===== src/rtl/core/tnr_pkg.sv =====
// ----------------------------------------------------------------------------
// Telnet negotiation responder package
// Protocol codes, parser phase encoding, the job record passed from the front
// to the back, and the reply table.
// ----------------------------------------------------------------------------
package tnr_pkg;

	localparam logic [7:0] IAC          = 8'hFF;
	localparam logic [7:0] CMD_DONT     = 8'hFE;
	localparam logic [7:0] CMD_DO       = 8'hFD;
	localparam logic [7:0] CMD_WONT     = 8'hFC;
	localparam logic [7:0] CMD_WILL     = 8'hFB;
	localparam logic [7:0] CMD_SB       = 8'hFA;
	localparam logic [7:0] CMD_SE       = 8'hF0;
	localparam logic [7:0] OPT_ECHO     = 8'h01;
	localparam logic [7:0] OPT_LINEMODE = 8'h22;
	localparam logic [7:0] NO_REPLY     = 8'h00;

	localparam int QUEUE_DEPTH = 4;

	typedef enum logic [4:0] {
		PH_SCAN    = 5'b00001,
		PH_IAC     = 5'b00010,
		PH_CMD     = 5'b00100,
		PH_SUB     = 5'b01000,
		PH_SUB_IAC = 5'b10000
	} phase_t;

	// One job describes all output octets caused by one accepted input octet.
	typedef struct packed {
		logic       is_data;
		logic       has_reply;
		logic       has_trailer;
		logic [7:0] value;
		logic [7:0] reply_cmd;
	} job_t;

	// Reply command for a command and option; NO_REPLY when none is due.
	function automatic logic [7:0] tnr_reply(input logic [7:0] cmd, input logic [7:0] opt);
		logic [7:0] r;
		r = NO_REPLY;
		if (cmd == CMD_DO) begin
			r = CMD_WILL;
		end else if (cmd == CMD_WONT) begin
			r = CMD_DONT;
		end else if (cmd == CMD_DONT) begin
			r = CMD_WONT;
		end
		if (opt == OPT_LINEMODE) begin
			if (cmd == CMD_DO || cmd == CMD_DONT) begin
				r = CMD_WONT;
			end else if (cmd == CMD_WILL || cmd == CMD_WONT) begin
				r = CMD_DONT;
			end
		end
		if (opt == OPT_ECHO) begin
			if (cmd == CMD_WILL || cmd == CMD_WONT) begin
				r = CMD_DONT;
			end else if (cmd == CMD_DO || cmd == CMD_DONT) begin
				r = CMD_WILL;
			end
		end
		return r;
	endfunction

endpackage


===== src/rtl/core/telnet_negotiation_responder_top.sv =====
// ----------------------------------------------------------------------------
// Telnet negotiation responder
// Passes terminal data octets through and answers telnet option negotiation
// with IAC replies, closing every command packet with IAC DONT LINEMODE.
// ----------------------------------------------------------------------------
//
//  Channel  Handshake             Payload
//  -------  --------------------  --------------------------------------------
//  input    in_valid / in_stall   in_byte, first_of_packet, last_of_packet
//  output   out_valid / out_stall out_byte, to_terminal, response_last
//
// An input octet is accepted in every cycle while the job queue has room, so
// input runs at one transfer per cycle.
// The back end emits one output transfer per cycle while out_stall is low: a
// data octet gives one output octet, a reply three and a closing trailer three,
// so a packet end that also answers a command gives six output octets; the queue of
// QueueDepth jobs absorbs such bursts and the input stalls only when it fills.
// Reset is asynchronous and needs no clearing pass; the block is ready at once.
// The output is held in a register, so a stall on the output side does not
// stop input until the queue is full.
//
module telnet_negotiation_responder_top #(
	parameter int QueueDepth = tnr_pkg::QUEUE_DEPTH
) (
	input  logic       clk,
	input  logic       arst_n,
	input  logic [7:0] in_byte,
	input  logic       first_of_packet,
	input  logic       last_of_packet,
	input  logic       in_valid,
	output logic       in_stall,
	output logic [7:0] out_byte,
	output logic       to_terminal,
	output logic       response_last,
	output logic       out_valid,
	input  logic       out_stall
);
	import tnr_pkg::*;

	// Jobs flow from the front end through the queue to the back end.
	logic q_full;
	logic push;
	job_t push_job;
	logic pop;
	logic head_valid;
	job_t head_job;

	// The front end classifies each octet and runs the command parser.
	tnr_front u_front (
		.clk             (clk),
		.arst_n          (arst_n),
		.in_byte         (in_byte),
		.first_of_packet (first_of_packet),
		.last_of_packet  (last_of_packet),
		.in_valid        (in_valid),
		.in_stall        (in_stall),
		.q_full          (q_full),
		.push            (push),
		.push_job        (push_job)
	);

	// The queue lets the two halves stall independently of one another.
	tnr_queue #(
		.Depth (QueueDepth)
	) u_queue (
		.clk        (clk),
		.arst_n     (arst_n),
		.push       (push),
		.push_job   (push_job),
		.full       (q_full),
		.pop        (pop),
		.head_valid (head_valid),
		.head_job   (head_job)
	);

	// The back end turns each job into its sequence of output octets.
	tnr_back u_back (
		.clk           (clk),
		.arst_n        (arst_n),
		.head_valid    (head_valid),
		.head_job      (head_job),
		.pop           (pop),
		.out_byte      (out_byte),
		.to_terminal   (to_terminal),
		.response_last (response_last),
		.out_valid     (out_valid),
		.out_stall     (out_stall)
	);

endmodule


===== src/rtl/core/tnr_front.sv =====
// ----------------------------------------------------------------------------
// Telnet negotiation responder front end
// Accepts received octets, tracks the packet kind and the command parser, and
// pushes one job per octet that causes output.
// ----------------------------------------------------------------------------
module tnr_front (
	input  logic             clk,
	input  logic             arst_n,
	input  logic [7:0]       in_byte,
	input  logic             first_of_packet,
	input  logic             last_of_packet,
	input  logic             in_valid,
	output logic             in_stall,
	input  logic             q_full,
	output logic             push,
	output tnr_pkg::job_t    push_job
);
	import tnr_pkg::*;

	logic       packet_is_data_q;
	phase_t     phase_q;
	logic [7:0] held_command_q;

	logic       data_eff;
	phase_t     phase_eff;
	logic [7:0] held_eff;
	phase_t     phase_nx;
	logic [7:0] held_nx;
	logic [7:0] reply;
	logic       job_valid;
	logic       accept;
	phase_t     rescan_phase;

	assign in_stall = q_full;
	assign accept   = in_valid && !in_stall;
	assign push     = accept && job_valid;

	always_comb begin
		data_eff  = packet_is_data_q;
		phase_eff = phase_q;
		held_eff  = held_command_q;
		if (first_of_packet) begin
			data_eff  = (in_byte != IAC);
			phase_eff = PH_SCAN;
			held_eff  = 8'h00;
		end

		reply        = tnr_reply(held_eff, in_byte);
		rescan_phase = (in_byte == IAC) ? PH_IAC : PH_SCAN;

		phase_nx = phase_eff;
		held_nx  = held_eff;
		push_job = '0;
		push_job.value     = in_byte;
		push_job.reply_cmd = reply;

		if (data_eff) begin
			push_job.is_data = 1'b1;
			job_valid        = (in_byte != 8'h00);
		end else begin
			case (phase_eff)
				PH_IAC: begin
					if (in_byte == CMD_SB) begin
						phase_nx = PH_SUB;
					end else if (in_byte >= CMD_WILL && in_byte <= CMD_DONT) begin
						held_nx  = in_byte;
						phase_nx = PH_CMD;
					end else begin
						phase_nx = rescan_phase;
					end
				end
				PH_CMD: begin
					if (reply != NO_REPLY) begin
						push_job.has_reply = 1'b1;
						phase_nx           = PH_SCAN;
					end else begin
						phase_nx = rescan_phase;
					end
					held_nx = 8'h00;
				end
				PH_SUB: begin
					if (in_byte == IAC) begin
						phase_nx = PH_SUB_IAC;
					end
				end
				PH_SUB_IAC: begin
					if (in_byte == CMD_SE) begin
						phase_nx = PH_SCAN;
					end else if (in_byte != IAC) begin
						phase_nx = PH_SUB;
					end
				end
				default: begin
					phase_nx = rescan_phase;
				end
			endcase
			push_job.has_trailer = last_of_packet;
			job_valid = push_job.has_reply || last_of_packet;
		end

		if (last_of_packet) begin
			phase_nx = PH_SCAN;
			held_nx  = 8'h00;
		end
	end

	always_ff @(posedge clk or negedge arst_n) begin
		if (!arst_n) begin
			packet_is_data_q <= 1'b0;
			phase_q          <= PH_SCAN;
			held_command_q   <= 8'h00;
		end else if (accept) begin
			packet_is_data_q <= data_eff;
			phase_q          <= phase_nx;
			held_command_q   <= held_nx;
		end
	end

endmodule


===== src/rtl/core/tnr_queue.sv =====
// ----------------------------------------------------------------------------
// Telnet negotiation responder job queue
// Small first-in first-out store of jobs between the front and the back.
// ----------------------------------------------------------------------------
module tnr_queue #(
	parameter int Depth = tnr_pkg::QUEUE_DEPTH
) (
	input  logic          clk,
	input  logic          arst_n,
	input  logic          push,
	input  tnr_pkg::job_t push_job,
	output logic          full,
	input  logic          pop,
	output logic          head_valid,
	output tnr_pkg::job_t head_job
);
	import tnr_pkg::*;

	localparam int PtrW = (Depth > 1) ? $clog2(Depth) : 1;
	localparam int CntW = $clog2(Depth + 1);
	localparam logic [PtrW-1:0] LastPtr = PtrW'(Depth - 1);
	localparam logic [CntW-1:0] FullCnt = CntW'(Depth);

	job_t            mem_q [Depth];
	logic [PtrW-1:0] wr_ptr_q;
	logic [PtrW-1:0] rd_ptr_q;
	logic [CntW-1:0] count_q;

	assign full       = (count_q == FullCnt);
	assign head_valid = (count_q != '0);
	assign head_job   = mem_q[rd_ptr_q];

	always_ff @(posedge clk) begin
		if (push) begin
			mem_q[wr_ptr_q] <= push_job;
		end
	end

	always_ff @(posedge clk or negedge arst_n) begin
		if (!arst_n) begin
			wr_ptr_q <= '0;
			rd_ptr_q <= '0;
			count_q  <= '0;
		end else begin
			if (push) begin
				wr_ptr_q <= (wr_ptr_q == LastPtr) ? '0 : wr_ptr_q + 1'b1;
			end
			if (pop) begin
				rd_ptr_q <= (rd_ptr_q == LastPtr) ? '0 : rd_ptr_q + 1'b1;
			end
			if (push && !pop) begin
				count_q <= count_q + 1'b1;
			end else if (pop && !push) begin
				count_q <= count_q - 1'b1;
			end
		end
	end

endmodule


===== src/rtl/core/tnr_back.sv =====
// ----------------------------------------------------------------------------
// Telnet negotiation responder back end
// Expands the job at the queue head into output octets, one per cycle while
// the output is not stalled, into an output register.
// ----------------------------------------------------------------------------
module tnr_back (
	input  logic          clk,
	input  logic          arst_n,
	input  logic          head_valid,
	input  tnr_pkg::job_t head_job,
	output logic          pop,
	output logic [7:0]    out_byte,
	output logic          to_terminal,
	output logic          response_last,
	output logic          out_valid,
	input  logic          out_stall
);
	import tnr_pkg::*;

	localparam logic [2:0] STEP_REPLY_IAC = 3'd0;
	localparam logic [2:0] STEP_REPLY_CMD = 3'd1;
	localparam logic [2:0] STEP_REPLY_OPT = 3'd2;
	localparam logic [2:0] STEP_TRL_IAC   = 3'd3;
	localparam logic [2:0] STEP_TRL_CMD   = 3'd4;
	localparam logic [2:0] STEP_TRL_OPT   = 3'd5;

	logic [2:0] step_q;
	logic       started_q;
	logic       out_valid_q;
	logic [7:0] out_byte_q;
	logic       to_terminal_q;
	logic       response_last_q;

	logic [2:0] cur_step;
	logic [2:0] end_step;
	logic       take;
	logic       job_done;
	logic [7:0] nx_byte;
	logic       nx_last;

	assign take = head_valid && (!out_valid_q || !out_stall);
	assign pop  = take && job_done;

	always_comb begin
		if (started_q) begin
			cur_step = step_q;
		end else begin
			cur_step = head_job.has_reply ? STEP_REPLY_IAC : STEP_TRL_IAC;
		end
		end_step = head_job.has_trailer ? STEP_TRL_OPT : STEP_REPLY_OPT;
		job_done = head_job.is_data || (cur_step == end_step);
		nx_last  = 1'b0;
		case (cur_step)
			STEP_REPLY_IAC: nx_byte = IAC;
			STEP_REPLY_CMD: nx_byte = head_job.reply_cmd;
			STEP_REPLY_OPT: nx_byte = head_job.value;
			STEP_TRL_IAC:   nx_byte = IAC;
			STEP_TRL_CMD:   nx_byte = CMD_DONT;
			STEP_TRL_OPT: begin
				nx_byte = OPT_LINEMODE;
				nx_last = 1'b1;
			end
			default:        nx_byte = IAC;
		endcase
		if (head_job.is_data) begin
			nx_byte = head_job.value;
			nx_last = 1'b0;
		end
	end

	always_ff @(posedge clk or negedge arst_n) begin
		if (!arst_n) begin
			step_q      <= STEP_REPLY_IAC;
			started_q   <= 1'b0;
			out_valid_q <= 1'b0;
		end else begin
			if (take) begin
				out_valid_q <= 1'b1;
				if (job_done) begin
					started_q <= 1'b0;
				end else begin
					started_q <= 1'b1;
					step_q    <= cur_step + 3'd1;
				end
			end else if (!out_stall) begin
				out_valid_q <= 1'b0;
			end
		end
	end

	always_ff @(posedge clk) begin
		if (take) begin
			out_byte_q      <= nx_byte;
			to_terminal_q   <= head_job.is_data;
			response_last_q <= nx_last;
		end
	end

	assign out_valid     = out_valid_q;
	assign out_byte      = out_byte_q;
	assign to_terminal   = to_terminal_q;
	assign response_last = response_last_q;

endmodule


===== config.mk =====
export PLATFORM = sky130hd
export DESIGN_NAME = telnet_negotiation_responder_top
export DESIGN_NICKNAME = d
export VERILOG_FILES = /design/src/rtl/core/tnr_pkg.sv /design/src/rtl/core/telnet_negotiation_responder_top.sv /design/src/rtl/core/tnr_front.sv /design/src/rtl/core/tnr_queue.sv /design/src/rtl/core/tnr_back.sv
export SDC_FILE = /design/constraint.sdc
export NUM_CORES = 1
export LEC_CHECK = 0
export ABC_AREA = 0
export BUFFER_PORTS_ARGS = -buffer_cell sky130_fd_sc_hd__buf_4
export CAP_MARGIN = 10
export CORE_UTILIZATION = 50
export CTS_BUF_LIST = sky130_fd_sc_hd__clkbuf_8
export DETAILED_ROUTE_END_ITERATION = 7
export PLACE_DENSITY = 0.67
export SLEW_MARGIN = 20
export SYNTH_ARGS = -nofsm -noshare
export SYNTH_HDL_FRONTEND = slang
export SYNTH_HIERARCHICAL = 1
export SYNTH_SLANG_ARGS = --single-unit

===== constraint.sdc =====
create_clock -name clk -period 8.2 [get_ports clk]
set_input_delay 1.23 -clock clk [delete_from_list [all_inputs] [get_ports clk]]
set_output_delay 1.23 -clock clk [all_outputs]
set_load 0.01 [all_outputs]

# Word level (Yosys, flattened, before mapping)
# Memory sizes are Yosys's and may differ from the RTL's.
# Cells that the tools add are included.
classes:
  n_addsub: 5
  n_lt_le_gt_ge: 2
  n_eq_ne: 23
  muxes: 48
  bitwise_logic: 1
  n_reduce_logical: 22
ops:
  columns: ["cell", "count"]
  rows:
  - ["two-way mux 8 bit", 15]
  - ["equality test 8 bit (second input constant)", 7]
  - ["two-way mux 5 bit", 9]
  - ["case mux 8 bit (4 select lines)", 1]
  - ["case mux 5 bit (4 select lines)", 1]
  - ["case mux 8 bit (2 select lines)", 1]
  - ["nonzero test 8 bit", 2]
  - ["two-way mux 1 bit", 12]
  - ["two-way mux 3 bit", 4]
  - ["two-way mux 2 bit", 5]
  - ["equality test 3 bit (second input constant)", 3]
  - ["equality test 8 x 1 -> 1 bit (second input constant)", 1]
  - ["equality test 8 x 6 -> 1 bit (second input constant)", 1]
  - [">= comparator 8 bit (second input constant)", 1]
  - ["<= comparator 8 bit (second input constant)", 1]
  - ["!= test 8 bit (second input constant)", 1]
  - ["logical AND 1 bit", 7]
  - ["adder 3 x 1 -> 3 bit (second input constant)", 2]
  - ["equality test 5 x 2 -> 1 bit (second input constant)", 1]
  - ["equality test 5 x 3 -> 1 bit (second input constant)", 1]
  - ["equality test 5 x 4 -> 1 bit (second input constant)", 1]
  - ["equality test 5 bit (second input constant)", 1]
  - ["logical NOT 1 bit", 5]
  - ["logical OR 1 bit", 5]
  - ["11 further kinds", 13]
totals:
  ff_bits: 36
  ramBits: 76
  input_bits: 14
  out_inout_bits: 12
  elab_cells: 114
  memories: 1
memory_table:
  columns: ["memory", "depth", "word_bits", "read_ports", "rd_clocked_by_memory_dff", "write_ports", "line", "source"]
  rows:
  - ["u_queue.mem_q", 4, 19, 1, 0, 1, "tnr_queue.sv:24", "job_t mem_q [Depth];"]

# Longest topological paths before layout
logic_depth:
  depth_word: 22
  ltp_mapped: 13
  depth_no_buf: 12

# Cells and area by module
# The synthesis kept the hierarchy.
by_module_without_submodules:
  columns: ["module", "n_inst", "cells_per_inst", "area_each_um2", "seq_area_each_um2"]
  rows:
  - ["tnr_queue", 1, 136, 3160.5, 2457.4]
  - ["tnr_front", 1, 158, 1262.5, 351.6]
  - ["tnr_back", 1, 75, 790.8, 425.4]

# Worst setup path after synthesis
# No wires, ideal clock.
synth_path:
  kind: "input -> register"
  startpoint: "in in_byte[3]"
  endpoint: "reg u_queue.count_q[2]"
  setup_ns: 0.079
  arrival_time_ns: 3.643
  required_time_ns: 8.121
  path_slack_ns: 4.478
  cell_stages: 11
  path_buffers: 0
  cell_sequence: "or4_4 -> a211oi_1 -> a21boi_0 -> nor3_1 -> o311a_1 -> ha_1 -> inv_1 -> fa_1 -> xor2_1 -> nor2_1 -> xor2_1"
synth_between:
  elab_chain_cells: 15
  word_cells_on_any_way: 21
  classes_between: "3 x eq/ne; 10 x mux; 8 x reduce/logical"
synth_rtl:
  columns: ["item", "line", "source"]
  rows:
  - ["start: declaration", "telnet_negotiation_responder_top.sv:27", "input logic [7:0] in_byte,"]
  - ["equality test 8 x 6 -> 1 bit", "tnr_pkg.sv:49", "if (opt == OPT_LINEMODE) begin"]
  - ["two-way mux 8 bit", "tnr_pkg.sv:49", null]
  - ["two-way mux 8 bit", "tnr_pkg.sv:59", "end else if (cmd == CMD_DO || cmd == CMD_DONT) begin"]
  - ["two-way mux 8 bit", "tnr_pkg.sv:57", "if (cmd == CMD_WILL || cmd == CMD_WONT) begin"]
  - ["two-way mux 8 bit", "tnr_pkg.sv:56", "if (opt == OPT_ECHO) begin"]
  - ["nonzero test 8 bit", "tnr_front.sv:73", "if (reply != NO_REPLY) begin"]
  - ["two-way mux 1 bit", "tnr_front.sv:73", null]
  - ["two-way mux 1 bit", "tnr_front.sv:61", "case (phase_eff)"]
  - ["two-way mux 1 bit", "tnr_front.sv:57", "if (data_eff) begin"]
  - ["logical OR 1 bit", "tnr_front.sv:98", "job_valid = push_job.has_reply || last_of_packet;"]
  - ["two-way mux 1 bit (*)", "tnr_front.sv:57", null]
  - ["logical AND 1 bit (*)", "tnr_front.sv:36", "assign push = accept && job_valid;"]
  - ["net push", "telnet_negotiation_responder_top.sv:42", "logic push;"]
  - ["logical NOT 1 bit", "tnr_queue.sv:53", "end else if (pop && !push) begin"]
  - ["logical AND 1 bit", "tnr_queue.sv:53", null]
  - ["nonzero test 2 bit (no line)", null, null]
  - ["end signal: assignment", "tnr_queue.sv:52", "count_q <= count_q + 1'b1;"]
  - ["end signal: assignment", "tnr_queue.sv:54", "count_q <= count_q - 1'b1;"]
  - ["end: declaration", "tnr_queue.sv:27", "logic [CntW-1:0] count_q;"]
# The timed path passes the listed nets; every way through them passes the cells marked *. The select of a mux whose other input is x is not followed.
# A chain may end at the register's enable or synchronous reset.

# Worst setup path after layout
layout_path:
  startpoint: "in in_byte[3]"
  endpoint: "mem u_queue/mem_q[3][5] (netlist bit) (enable)"
layout_between:
  elab_chain_cells: 14
  word_cells_on_any_way: 18
  classes_between: "3 x eq/ne; 11 x mux; 4 x reduce/logical"
layout_rtl:
  columns: ["item", "line", "source"]
  rows:
  - ["equality test 8 x 6 -> 1 bit", "tnr_pkg.sv:49", null]
  - ["two-way mux 8 bit", "tnr_pkg.sv:49", null]
  - ["two-way mux 8 bit", "tnr_pkg.sv:59", null]
  - ["two-way mux 8 bit", "tnr_pkg.sv:57", null]
  - ["two-way mux 8 bit", "tnr_pkg.sv:56", null]
  - ["nonzero test 8 bit", "tnr_front.sv:73", null]
  - ["two-way mux 1 bit", "tnr_front.sv:73", null]
  - ["two-way mux 1 bit", "tnr_front.sv:61", null]
  - ["two-way mux 1 bit", "tnr_front.sv:57", null]
  - ["logical OR 1 bit", "tnr_front.sv:98", null]
  - ["two-way mux 1 bit (*)", "tnr_front.sv:57", null]
  - ["logical AND 1 bit (*)", "tnr_front.sv:36", null]
  - ["net push", "telnet_negotiation_responder_top.sv:42", null]
  - ["two-way mux 1 bit (*)", "tnr_queue.sv:34", "if (push) begin"]
  - ["two-way mux 1 bit (implied by the code) (*)", "tnr_queue.sv:35", "mem_q[wr_ptr_q] <= push_job;"]
  - ["end: declaration", "tnr_queue.sv:24", null]
# Marks and branches as above.

==> run summary <==
Status - finished clean
Final hold slack - 0.4876 ns
Synth Area per Inst - 14.13 um^2
Distinct cells, synth - 71
Hold Buf Count CTS - 0
Clock Tree Buf Depth - 2
Sequential fraction of the synthesis area - 62.04%
Root Buffer - clkbuf_8
Fin nets - 399
Worst path required time - 8.19 ns
Final wirelength - 9177 um
DP Wirelength - 6130 um
Relative max-transition margin - 33.24%
Crit end category - flop
Flops & latches, synth - 112
TritonCTS clock tree - yes
Tightest Hold Check Type - reg2reg
Top Ports - 26
Core Box Area - 9955 um^2
Layout cell share with drive strength beyond 1 - 20.89%
Pleak - 0.002038 uW
Met2 WL post-DR - 4394 um
Max-Cap Viols - 0
Vias in the first global route - 2847
Die X - 104.1 um
Max Fclk - 252.5 MHz
Setup bufs post-CTS - 0
Hold Vio Cnt, Final - 0
Fin crit share - 48.31%
Mapped Area - 5214 um^2
Reg clk slew, reported paths - 0.10 ns
CTS buffer count - 9
Worst vdd ir - 143.2 uV
Area delta synth->final - 6.936%
Dpl cell area - 5360 um^2
Pre-antenna DRT Iters - 5
Crit path launch type - primary input
CP Max Fanout - 19
M1 WL - 4201 um
Largest net degree at the start of global routing - 27
Grt ovf - 0
Antenna viol nets, final - 0
Post-synth EDFFs - 86
Post-CTS sizing - 0
Clock skew - 0.01575 ns
Top layer in use - met4
Finished Cell Area - 5575 um^2
Syn_nets - 390
CP Class - in2reg
PD cells - 312.2 nW/um^2
Vias per inst - 5.736
Gpl congestion - 0.8298
DRC Markers - 0
Routed len/inst - 17.78 um
Via count - 2960
Die height - 104.1 um
H-tree Lvls - 3
Mapped Cells - 369
Worst slew pin tran - 1.001 ns
Synth warnings - 6
Port bufs - 25
Initial DRC count - 167
Initial antenna violation count - 0
Clk sinks - 112
Gr usage total - 18.10%
Die ar. - 10840 um^2
Initial Util - 52.38%
# diodes - 0
First-pass GRT wire length - 14980 um
Row count - 36
RSZ-0062 raised after global routing - no
Setup violators final - 0
FILL cells - 820
Minimum clock period - 3.961 ns
Synth async-reset ratio - 23.21%
Top FF cell, synth - edfxtp_1
Clk_lat worst skew - 0.37 ns
Data arrival, critical path - 3.95 ns
Metal3 WL - 454 um
Slew Limit Fails - 0
Final setup TNS - 0 ns
==> power breakdown <==
group / leakage [uW] / switching, uW / internal, uW
clock: 0.000109 / 192 / 148
combinational: 0.000798 / 292 / 260
sequential: 0.00113 / 83.9 / 765
==> layout by cell type (no fill, tap or decap), types with 3 or more instances in the layout <==
cell / n
buf_4: 26
inv_1: 13
nor4_1: 3
a21oi_1: 17
nand2b_1: 6
o21ai_1: 7
ha_1: 6
o21ai_0: 11
and3_1: 3
nor2_2: 3
or4_1: 3
dfrtp_1: 25
nor3_1: 8
nand3_1: 9
clkbuf_8: 9
nand3b_1: 3
mux4_2: 18
nand2_1: 35
xnor2_1: 3
mux2_2: 3
o22ai_1: 4
and2_1: 4
edfxtp_1: 86
nor2_1: 12
a22o_1: 3
==> sequential cells by signal, indices dropped and copies added, names as in the netlist <==
| signal | cells |
|---|---|
| u_queue/mem_q | 76 |
| u_back/out_byte | 8 |
| u_front/held_command_q | 8 |
| u_front/phase_q | 5 |
| u_back/step_q | 3 |
| u_queue/count_q | 3 |
| u_queue/rd_ptr_q | 2 |
| u_queue/wr_ptr_q | 2 |
| u_back/out_valid | 1 |
| u_back/response_last | 1 |
| u_back/started_q | 1 |
| u_back/to_terminal | 1 |
| u_front/packet_is_data_q | 1 |
==> final cells by class <==
| cell class | count | area (um^2) | area share [%] |
|---|---|---|---|
| clock buffers | 9 | 123.9 | 2.222 |
| clock inverters | 7 | 88.84 | 1.593 |
| inverters | 13 | 48.80 | 0.8752 |
| multi-input cells | 216 | 1718 | 30.81 |
| flip-flops and latches | 112 | 3234 | 58.01 |
| well taps | 133 | 166.4 | 2.985 |
| repair buffers | 26 | 195.2 | 3.501 |
==> layer usage <==
| metal | track usage, % | vias up |
|---|---|---|
| met5 | 0 | - |
| met4 | 6.224 | 0 |
| met3 | 3.258 | 9 |
| met2 | 28.71 | 86 |
| met1 | 25.28 | 1453 |
| li1 | - | 1412 |
==> cells by family after synthesis <==
| family | synth area share, % |
|---|---|
| fa+ha+maj | 1.824 |
| xor+xnor | 0.8401 |
| flops | 62.04 |
| compound gates | 9.432 |
| simple gates | 11.88 |
| buf+inv | 5.064 |
| mux | 8.927 |
==> stage by stage <==
step           std cells  worst slack, ns  utilization [%]  power (uW)
6_report             516            4.239            56.01        1741
5_1_grt              516            4.023            56.01        1846
4_1_cts              516            4.302            55.98        1762
3_5_place_dp         500            3.914            53.85        1419
3_3_place_gp         500            3.984            53.85        1409
2_1_floorplan        369            4.478                -        1272
==> critical path, cell delays in order <==
cell,delay (ns)
buf_4,0.15
or4_4,0.56
a211oi_1,0.30
a21boi_0,0.27
nor3_1,0.24
o311a_1,0.34
and2_1,0.84
==> synth_stat cells (4+ instances only) <==
master | n | area [um^2]
a21oi_1 | 17 | 85.08
and2_1 | 4 | 25.02
buf_2 | 6 | 30.03
buf_4 | 15 | 112.6
buf_6 | 4 | 45.04
dfrtp_1 | 25 | 625.6
edfxtp_1 | 86 | 2582
ha_1 | 6 | 75.07
inv_1 | 13 | 48.80
mux4_2 | 18 | 405.4
nand2_1 | 35 | 131.4
nand2b_1 | 6 | 37.54
nand3_1 | 9 | 45.04
nor2_1 | 13 | 48.80
nor3_1 | 8 | 40.04
o21ai_0 | 11 | 55.05
o21ai_1 | 7 | 35.03
o22ai_1 | 4 | 25.02
==> final timing paths <==
kind	startpoint	endpoint	slack, ns	cells after the start
worst max-delay path	in_byte[3]	u_queue/mem_q[3][5]	4.24	7
worst min-delay path	u_queue/count_q[2]	u_queue/count_q[2]	0.49	1
worst max register to register	u_queue/rd_ptr_q[1]	u_queue/count_q[1]	4.97	9
worst min register to register	u_queue/count_q[2]	u_queue/count_q[2]	0.49	1
max in group asynchronous	arst_n	u_front/phase_q[0]	7.14	1
min in group asynchronous	arst_n	u_back/out_valid	0.75	1
No activity file was read; power rests on OpenSTA's default activity.
